### src/hdl/tbh_pkg.sv
`default_nettype none

package tbh_pkg;

	localparam int SAMPLE_W    = 16;
	localparam int DUTY_W      = 8;
	localparam int SCALED_W    = SAMPLE_W + DUTY_W;
	localparam int CFG_INDEX_W = 8;
	localparam int CFG_DATA_W  = 16;

	localparam int LEARN_SAMPLES_DEF = 256;
	localparam int DUTY_SPAN_DEF     = 10000;

	localparam logic [CFG_INDEX_W-1:0] REG_TOUCH_ON  = CFG_INDEX_W'(0);
	localparam logic [CFG_INDEX_W-1:0] REG_TOUCH_OFF = CFG_INDEX_W'(1);

	localparam logic [SAMPLE_W-1:0] TOUCH_ON_RST  = SAMPLE_W'(3000);
	localparam logic [SAMPLE_W-1:0] TOUCH_OFF_RST = SAMPLE_W'(1500);

	localparam logic KIND_SAMPLE = 1'b0;
	localparam logic KIND_TICK   = 1'b1;

	// item leaving the learn / baseline divide stages
	typedef struct packed {
		logic                kind;
		logic [SAMPLE_W-1:0] raw;
		logic                lock_now;
		logic                locked;
		logic [SAMPLE_W-1:0] quot;
	} learn_item_t;

	// item leaving the delta / hysteresis stage
	typedef struct packed {
		logic                kind;
		logic                locked;
		logic [SAMPLE_W-1:0] baseline;
		logic [SAMPLE_W-1:0] mag;
		logic                neg;
		logic                touched;
		logic [SCALED_W-1:0] scaled;
	} delta_item_t;

endpackage

`default_nettype wire

### src/hdl/tbh_const_div.sv
`default_nettype none

module tbh_const_div #(
	parameter int DIVISOR    = 3,
	parameter int DIVIDEND_W = 16,
	parameter int QUOT_W     = 16
) (
	input  wire logic [DIVIDEND_W-1:0] dividend,
	output logic      [QUOT_W-1:0]     quotient
);

	// reciprocal multiply, exact for every dividend below 2**DIVIDEND_W
	localparam int DIV_LOG = $clog2(DIVISOR);
	localparam int SHIFT   = DIVIDEND_W + DIV_LOG;
	localparam int RECIP_W = DIVIDEND_W + 1;
	localparam int PROD_W  = DIVIDEND_W + RECIP_W;
	localparam logic [63:0] RECIP =
		((64'd1 << SHIFT) + 64'(DIVISOR) - 64'd1) / 64'(DIVISOR);

	logic [PROD_W-1:0] prod;

	assign prod     = PROD_W'(dividend) * PROD_W'(RECIP[RECIP_W-1:0]);
	assign quotient = prod[SHIFT +: QUOT_W];

endmodule

`default_nettype wire

### src/hdl/tbh_learn.sv
`default_nettype none

module tbh_learn
	import tbh_pkg::*;
#(
	parameter int LEARN_SAMPLES = LEARN_SAMPLES_DEF
) (
	input  wire logic                clk,
	input  wire logic                arst_n,
	input  wire logic                item_valid,
	output logic                     item_ready,
	input  wire logic                kind,
	input  wire logic [SAMPLE_W-1:0] raw_sample,
	input  wire logic                scanner_initialising,
	output logic                     valid_s2,
	output learn_item_t              item_s2,
	input  wire logic                take_s3
);

	localparam int SUM_W = SAMPLE_W + $clog2(LEARN_SAMPLES);
	localparam int CNT_W = $clog2(LEARN_SAMPLES + 1);

	logic [SUM_W-1:0]    learn_sum_q;
	logic [CNT_W-1:0]    learn_count_q;
	logic                locked_q;

	logic                valid_s1;
	logic                kind_s1;
	logic [SAMPLE_W-1:0] raw_s1;
	logic                lock_now_s1;
	logic                locked_s1;
	logic [SUM_W-1:0]    sum_s1;

	logic                take_s1;
	logic                take_s2;
	logic                fire;
	logic                learn_en;
	logic                lock_now;
	logic [SUM_W-1:0]    sum_next;
	logic [SAMPLE_W-1:0] quot;

	assign take_s2    = !valid_s2 || take_s3;
	assign take_s1    = !valid_s1 || take_s2;
	assign item_ready = take_s1;
	assign fire       = item_valid && take_s1;

	assign learn_en = (kind == KIND_SAMPLE) && !locked_q && !scanner_initialising;
	assign sum_next = learn_sum_q + SUM_W'(raw_sample);
	assign lock_now = learn_en && (learn_count_q == CNT_W'(LEARN_SAMPLES - 1));

	always_ff @(posedge clk or negedge arst_n) begin
		if (!arst_n) begin
			learn_sum_q   <= '0;
			learn_count_q <= '0;
			locked_q      <= 1'b0;
			valid_s1      <= 1'b0;
			valid_s2      <= 1'b0;
		end else begin
			if (fire && learn_en) begin
				learn_sum_q   <= sum_next;
				learn_count_q <= learn_count_q + CNT_W'(1);
				if (lock_now) begin
					locked_q <= 1'b1;
				end
			end
			if (take_s1) begin
				valid_s1 <= item_valid;
			end
			if (take_s2) begin
				valid_s2 <= valid_s1;
			end
		end
	end

	always_ff @(posedge clk) begin
		if (take_s1) begin
			kind_s1     <= kind;
			raw_s1      <= raw_sample;
			lock_now_s1 <= lock_now;
			locked_s1   <= locked_q || lock_now;
			sum_s1      <= sum_next;
		end
	end

	// truncated average of the learned readings
	tbh_const_div #(
		.DIVISOR    (LEARN_SAMPLES),
		.DIVIDEND_W (SUM_W),
		.QUOT_W     (SAMPLE_W)
	) u_avg_div (
		.dividend (sum_s1),
		.quotient (quot)
	);

	always_ff @(posedge clk) begin
		if (take_s2) begin
			item_s2.kind     <= kind_s1;
			item_s2.raw      <= raw_s1;
			item_s2.lock_now <= lock_now_s1;
			item_s2.locked   <= locked_s1;
			item_s2.quot     <= quot;
		end
	end

endmodule

`default_nettype wire

### src/hdl/tbh_delta.sv
`default_nettype none

module tbh_delta
	import tbh_pkg::*;
#(
	parameter int DUTY_SPAN = DUTY_SPAN_DEF
) (
	input  wire logic                   clk,
	input  wire logic                   arst_n,
	input  wire logic                   cfg_write_en,
	input  wire logic [CFG_INDEX_W-1:0] cfg_index,
	input  wire logic [CFG_DATA_W-1:0]  cfg_data,
	input  wire logic                   valid_s2,
	input  wire learn_item_t            item_s2,
	output logic                        take_s3,
	output logic                        valid_s3,
	output delta_item_t                 item_s3,
	input  wire logic                   take_out
);

	logic [SAMPLE_W-1:0] touch_on_q;
	logic [SAMPLE_W-1:0] touch_off_q;
	logic [SAMPLE_W-1:0] baseline_q;
	logic                touch_q;

	logic                fire;
	logic                active;
	logic [SAMPLE_W-1:0] base;
	logic [SAMPLE_W-1:0] mag;
	logic                neg;
	logic [SAMPLE_W-1:0] pos;
	logic                touch_next;
	logic [SCALED_W-1:0] scaled;

	assign take_s3 = !valid_s3 || take_out;
	assign fire    = valid_s2 && take_s3;

	assign base   = item_s2.lock_now ? item_s2.quot : baseline_q;
	assign active = (item_s2.kind == KIND_SAMPLE) && item_s2.locked;

	always_comb begin
		mag = '0;
		neg = 1'b0;
		if (active) begin
			if (item_s2.raw >= base) begin
				mag = item_s2.raw - base;
			end else begin
				mag = base - item_s2.raw;
				neg = 1'b1;
			end
		end
	end

	always_comb begin
		touch_next = touch_q;
		if (active) begin
			if (!touch_q && !neg && (mag >= touch_on_q)) begin
				touch_next = 1'b1;
			end else if (touch_q && (neg || (mag < touch_off_q))) begin
				touch_next = 1'b0;
			end
		end
	end

	// clamp positive delta, zero before lock or below baseline
	always_comb begin
		pos = '0;
		if (active && !neg) begin
			pos = (mag > SAMPLE_W'(DUTY_SPAN)) ? SAMPLE_W'(DUTY_SPAN) : mag;
		end
	end

	// pos * 255
	assign scaled = (SCALED_W'(pos) << DUTY_W) - SCALED_W'(pos);

	always_ff @(posedge clk or negedge arst_n) begin
		if (!arst_n) begin
			touch_on_q  <= TOUCH_ON_RST;
			touch_off_q <= TOUCH_OFF_RST;
			baseline_q  <= '0;
			touch_q     <= 1'b0;
			valid_s3    <= 1'b0;
		end else begin
			if (cfg_write_en) begin
				case (cfg_index)
					REG_TOUCH_ON:  touch_on_q  <= cfg_data[SAMPLE_W-1:0];
					REG_TOUCH_OFF: touch_off_q <= cfg_data[SAMPLE_W-1:0];
					default: ;
				endcase
			end
			if (fire) begin
				touch_q <= touch_next;
				if (item_s2.lock_now) begin
					baseline_q <= item_s2.quot;
				end
			end
			if (take_s3) begin
				valid_s3 <= valid_s2;
			end
		end
	end

	always_ff @(posedge clk) begin
		if (take_s3) begin
			item_s3.kind     <= item_s2.kind;
			item_s3.locked   <= item_s2.locked;
			item_s3.baseline <= base;
			item_s3.mag      <= mag;
			item_s3.neg      <= neg;
			item_s3.touched  <= touch_next;
			item_s3.scaled   <= scaled;
		end
	end

endmodule

`default_nettype wire

### src/hdl/tbh_pwm.sv
`default_nettype none

module tbh_pwm
	import tbh_pkg::*;
#(
	parameter int DUTY_SPAN = DUTY_SPAN_DEF
) (
	input  wire logic                clk,
	input  wire logic                arst_n,
	input  wire logic                valid_s3,
	input  wire delta_item_t         item_s3,
	output logic                     take_out,
	output logic                     result_valid,
	input  wire logic                result_ready,
	output logic                     led_on,
	output logic [DUTY_W-1:0]        duty,
	output logic                     touched,
	output logic [SAMPLE_W-1:0]      delta_magnitude,
	output logic                     delta_negative,
	output logic                     baseline_locked,
	output logic [SAMPLE_W-1:0]      baseline_value
);

	logic [DUTY_W-1:0]   duty_q;
	logic [DUTY_W-1:0]   phase_q;
	logic                led_q;
	logic                result_valid_q;

	logic                led_on_q;
	logic [DUTY_W-1:0]   duty_out_q;
	logic                touched_q;
	logic [SAMPLE_W-1:0] mag_q;
	logic                neg_q;
	logic                locked_q;
	logic [SAMPLE_W-1:0] baseline_out_q;

	logic                fire;
	logic                is_tick;
	logic [DUTY_W-1:0]   duty_calc;
	logic [DUTY_W-1:0]   duty_next;
	logic [DUTY_W-1:0]   phase_next;
	logic                led_next;
	logic                led_now;

	assign take_out = !result_valid_q || result_ready;
	assign fire     = valid_s3 && take_out;
	assign is_tick  = (item_s3.kind == KIND_TICK);

	tbh_const_div #(
		.DIVISOR    (DUTY_SPAN),
		.DIVIDEND_W (SCALED_W),
		.QUOT_W     (DUTY_W)
	) u_duty_div (
		.dividend (item_s3.scaled),
		.quotient (duty_calc)
	);

	assign phase_next = phase_q + DUTY_W'(1);
	assign led_next   = phase_next < duty_q;
	assign duty_next  = is_tick ? duty_q : duty_calc;
	assign led_now    = is_tick ? led_next : led_q;

	always_ff @(posedge clk or negedge arst_n) begin
		if (!arst_n) begin
			duty_q         <= '0;
			phase_q        <= '0;
			led_q          <= 1'b0;
			result_valid_q <= 1'b0;
		end else begin
			if (fire) begin
				if (is_tick) begin
					phase_q <= phase_next;
					led_q   <= led_next;
				end else begin
					duty_q <= duty_calc;
				end
			end
			if (take_out) begin
				result_valid_q <= valid_s3;
			end
		end
	end

	always_ff @(posedge clk) begin
		if (take_out) begin
			led_on_q       <= led_now;
			duty_out_q     <= duty_next;
			touched_q      <= item_s3.touched;
			mag_q          <= item_s3.mag;
			neg_q          <= item_s3.neg;
			locked_q       <= item_s3.locked;
			baseline_out_q <= item_s3.baseline;
		end
	end

	assign result_valid    = result_valid_q;
	assign led_on          = led_on_q;
	assign duty            = duty_out_q;
	assign touched         = touched_q;
	assign delta_magnitude = mag_q;
	assign delta_negative  = neg_q;
	assign baseline_locked = locked_q;
	assign baseline_value  = baseline_out_q;

endmodule

`default_nettype wire

### src/hdl/touch_baseline_hysteresis_pwm_top.sv
// an accepted item beat moves through s1, s2 and s3 to the result register;
// one item per cycle while result_ready is high; stages, each a register stage,
// are accumulate, baseline divide, delta and hysteresis, duty scale and pwm
// reset: asynchronous, clears learn state, baseline, touch, duty, pwm phase,
// led and all valids; thresholds return to 3000 and 1500
`default_nettype none

module touch_baseline_hysteresis_pwm_top
	import tbh_pkg::*;
#(
	parameter int LEARN_SAMPLES = LEARN_SAMPLES_DEF,
	parameter int DUTY_SPAN     = DUTY_SPAN_DEF
) (
	input  wire logic                   clk,
	input  wire logic                   arst_n,
	input  wire logic                   cfg_write_en,
	input  wire logic [CFG_INDEX_W-1:0] cfg_index,
	input  wire logic [CFG_DATA_W-1:0]  cfg_data,
	input  wire logic                   item_valid,
	output logic                        item_ready,
	input  wire logic                   kind,
	input  wire logic [SAMPLE_W-1:0]    raw_sample,
	input  wire logic                   scanner_initialising,
	output logic                        result_valid,
	input  wire logic                   result_ready,
	output logic                        led_on,
	output logic [DUTY_W-1:0]           duty,
	output logic                        touched,
	output logic [SAMPLE_W-1:0]         delta_magnitude,
	output logic                        delta_negative,
	output logic                        baseline_locked,
	output logic [SAMPLE_W-1:0]         baseline_value
);

	logic        valid_s2;
	learn_item_t item_s2;
	logic        take_s3;
	logic        valid_s3;
	delta_item_t item_s3;
	logic        take_out;

	tbh_learn #(
		.LEARN_SAMPLES (LEARN_SAMPLES)
	) u_learn (
		.clk                  (clk),
		.arst_n               (arst_n),
		.item_valid           (item_valid),
		.item_ready           (item_ready),
		.kind                 (kind),
		.raw_sample           (raw_sample),
		.scanner_initialising (scanner_initialising),
		.valid_s2             (valid_s2),
		.item_s2              (item_s2),
		.take_s3              (take_s3)
	);

	tbh_delta #(
		.DUTY_SPAN (DUTY_SPAN)
	) u_delta (
		.clk          (clk),
		.arst_n       (arst_n),
		.cfg_write_en (cfg_write_en),
		.cfg_index    (cfg_index),
		.cfg_data     (cfg_data),
		.valid_s2     (valid_s2),
		.item_s2      (item_s2),
		.take_s3      (take_s3),
		.valid_s3     (valid_s3),
		.item_s3      (item_s3),
		.take_out     (take_out)
	);

	tbh_pwm #(
		.DUTY_SPAN (DUTY_SPAN)
	) u_pwm (
		.clk             (clk),
		.arst_n          (arst_n),
		.valid_s3        (valid_s3),
		.item_s3         (item_s3),
		.take_out        (take_out),
		.result_valid    (result_valid),
		.result_ready    (result_ready),
		.led_on          (led_on),
		.duty            (duty),
		.touched         (touched),
		.delta_magnitude (delta_magnitude),
		.delta_negative  (delta_negative),
		.baseline_locked (baseline_locked),
		.baseline_value  (baseline_value)
	);

endmodule

`default_nettype wire

### config.mk
export PLATFORM = sky130hd
export DESIGN_NAME = touch_baseline_hysteresis_pwm_top
export DESIGN_NICKNAME = d
export VERILOG_FILES = /design/src/hdl/tbh_pkg.sv /design/src/hdl/tbh_const_div.sv /design/src/hdl/tbh_learn.sv /design/src/hdl/tbh_delta.sv /design/src/hdl/tbh_pwm.sv /design/src/hdl/touch_baseline_hysteresis_pwm_top.sv
export SDC_FILE = /design/constraint.sdc
export NUM_CORES = 1
export LEC_CHECK = 0
export BUFFER_PORTS_ARGS = -buffer_cell sky130_fd_sc_hd__buf_2
export CORE_MARGIN = 2
export CORE_UTILIZATION = 58
export DETAILED_ROUTE_END_ITERATION = 10
export HOLD_SLACK_MARGIN = 0.15
export PLACE_DENSITY = 0.75
export SLEW_MARGIN = 20
export SYNTH_ARGS = -nofsm -noshare
export SYNTH_HDL_FRONTEND = slang
export SYNTH_SLANG_ARGS = --single-unit
### constraint.sdc
create_clock -name clk -period 6.7 [get_ports clk]
set_clock_uncertainty 0.2 [all_clocks]
set_input_delay 0.67 -clock clk [delete_from_list [all_inputs] [get_ports clk]]
set_output_delay 0.67 -clock clk [all_outputs]
set_load 0.005 [all_outputs]
==> results.py <==
metrics = {
    "routing": {
        "met3_length_mm": 2.15,
        "via_count": 17227,
        "wire_per_inst_um": 19.3,
        "drt-met1-wl_mm": 24.6,
        "routed_via_density": 5.44,
        "drt_wl_total_mm": 61.0,
        "drc_errors": 0,
        "drt_iter0_drc": 792,
        "ant_nets": 0,
        "dr.pass1.iters": 5,
        "top_layer": "met4",
        "met2RoutedLength_mm": 31.6,
    },
    "worst_setup_path": {
        "start_kind": "register",
        "required_ps": 6790,
        "end_kind": "register",
        "crit_fanout": 4,
        "cp-startpoint": "u_delta.item_s3[14]",
        "crit_type": "register to register",
        "arrival_ps": 6940,
        "rr_startpoint": "u_delta.item_s3[14]",
    },
    "die": {
        "ioPinCount": 93,
        "fp-row-count": 75,
        "initial_utilization": 0.584,
        "dieArea_um2": 43600,
        "die_w_um": 209,
        "fp.dieH_um": 209,
        "core_area_um2": 41700,
    },
    "sta": {
        "tightestPinTransition_ps": 1000,
        "period_minus_slack_ps": 6840,
        "relSlewSlack": 0.329,
        "setup_viol": 7,
        "slew_viol_final": 0,
        "setup_tns_ps": -568,
        "rsz0062_at_grt": "yes",
        "fmax_mhz": 146,
        "timing.final.ws_setup_ps": -144,
        "hold_viol": 0,
        "fin_crit_sh": 1.02,
    },
    "placed_design": {
        "post-place-ws_ps": -474,
        "portBuffers": 92,
        "gp_congestion": 1.03,
        "hpwl_mm": 50.3,
        "dpl.cell_count": 3044,
    },
    "synthesis": {
        "synth.top_cell.area_share": 0.215,
        "synth.area.top_cells": "edfxtp_1, fa_1, ha_1",
        "ys_seq_elements": 278,
        "ys_seq_area_frac": 0.322,
        "synth_cell_types": 89,
        "synth_largest_area_cell": "edfxtp_1",
        "synth_edf_count": 174,
        "syn_area_um2": 24300,
        "yosysWarnings": 0,
        "async_flop_share": 0.374,
        "synth_cells": 2244,
        "synthFlopType": "edfxtp_1",
        "synth.avg_cell_area_um2": 10.8,
    },
    "final_layout": {
        "multi_input_area_um2": 15000,
        "antenna_cells": 0,
        "fin_nets": 3225,
        "final_common_cell": "inv_1",
        "fillers": 3091,
        "fin_cells": 3167,
        "drive_gt1_frac": 0.207,
        "mostFrequentLayoutCells": "inv_1, ha_1, buf_4",
        "area_growth_pct": 19.3,
        "regArea_um2": 7850,
    },
    "grt": {
        "overflow": 0,
        "grt_pass1_wl_mm": 97.8,
        "grt_pass1_vias": 18552,
        "grt_usage": 0.287,
        "antenna_found_initial": 0,
        "grt_max_degree": 66,
    },
    "clocking": {
        "htree_levels": 1,
        "cts_buffers": 29,
        "clk_latency_ps": 560,
        "cts_sinks": 278,
        "clk_path_buf_depth": 3,
        "root_buffer": "clkbuf_16",
        "clk_pin_slew_ps": 60,
        "cts_tree": "built",
    },
    "hold_path": {
        "min_from": "cfg_data[15]",
        "holdCritPathClass": "input pin to register",
    },
    "run_status": {
        "outcome": "finished with violations",
        "violations": "setup timing",
    },
    "job": {
        "maxCapViolations": 0,
    },
}
## sequential cells by signal (all words and copies together) (netlist names), 16 cells and up
register	flops
u_delta.baseline_q	16
u_delta.item_s3	60
u_learn.item_s2	35
u_delta.touch_on_q	16
u_learn.sum_s1	16
u_learn.raw_s1	16
u_pwm.baseline_value	16
u_pwm.delta_magnitude	16
u_delta.touch_off_q	16
u_learn.learn_sum_q	24
## worst paths after layout
| path | cells after the start | end | slack [ps] |
|---|---|---|---|
| min | 3 | u_delta.touch_on_q[15] | 170 |
| max | 26 | u_pwm.duty[7] | -140 |
| max in group asynchronous | 3 | u_delta.touch_off_q[9] | 4570 |
| min in group asynchronous | 2 | u_learn.learn_count_q[3] | 440 |
| max reg2reg | 26 | u_pwm.duty[7] | -140 |
| min reg2reg | 0 | u_pwm.baseline_value[15] | 220 |
## critical path, stage by stage (launching register included)
cell	delay (ps)
edfxtp_1	490
buf_6	170
ha_4	260
inv_2	40
fa_1	510
fa_1	460
fa_1	520
inv_1	50
fa_1	510
inv_2	40
fa_1	520
inv_1	50
fa_1	520
inv_2	50
ha_4	260
and4_4	210
and4_4	240
nand2_4	50
a211o_1	290
a21oi_2	140
nor4_1	60
o211ai_1	120
o21ai_2	130
a311oi_2	260
a21oi_1	120
xnor2_1	220
o21ai_1	80
## synth_stat cells, drive strengths merged (8+ instances only)
library cell	number
inv	475
ha	328
fa	245
edfxtp	174
nand2	151
o21ai	99
dfrtp	90
a21oi	84
nor2	79
xnor2	64
a21o	41
clkbuf	32
mux2i	27
xor2	25
nand3	24
mux2	22
nand2b	22
nor3	21
nand4	20
nor2b	19
o21a	16
and3	14
dfstp	14
a211oi	13
and2	11
o211ai	11
or2	10
a31oi	9
o21bai	8
o31ai	8
## final cells by class
cell class,instances,area share
inverters,476,0.0616
well taps,539,0.0232
flip-flops and latches,278,0.270
multi-input cells,1454,0.517
repair buffers,366,0.0911
clock inverters,20,0.0102
clock buffers,34,0.0263
## cells by family after synthesis
family	Yosys count	share of synthesized area
DFF	278	0.322
adders and majority gates	573	0.370
AOI/OAI and AO/OA	345	0.0938
muxes	49	0.0225
and+or+nand+nor	396	0.0790
other	1	0.000154
buffers and inverters	513	0.0798
xor gates and xnor gates	89	0.0320
## through the flow
step / utilization / hold slack, ps / cell area [um2]
final: 0.697 / 169 / 29000
after global placement: 0.646 / 202 / 26900
after detailed placement: 0.646 / 205 / 26900
after global routing: 0.697 / 180 / 29000
after floorplan: - / 174 / 24400
after CTS: 0.688 / 152 / 28700
## per-layer routing
layer | vias up | GRT usage
li1 | 8150 | -
met1 | 8528 | 0.358
met2 | 409 | 0.517
met3 | 140 | 0.0248
met4 | 0 | 0.117
met5 | - | 0
## what timing repair did
| item | CTS | global route |
|---|---|---|
| hold endpoints to repair | 69 | 0 |
| setup buffers | 23 | 16 |
| gates resized for setup | 57 | 52 |
| hold buffers | 31 | 0 |
| setup endpoints to repair | 15 | 19 |
| pin swaps | 64 | 17 |
| cloned | 0 | 0 |
Power is left out: the tool's default activity adds up to more than one toggle a clock period on the data nets, which glitch-free logic cannot reach.
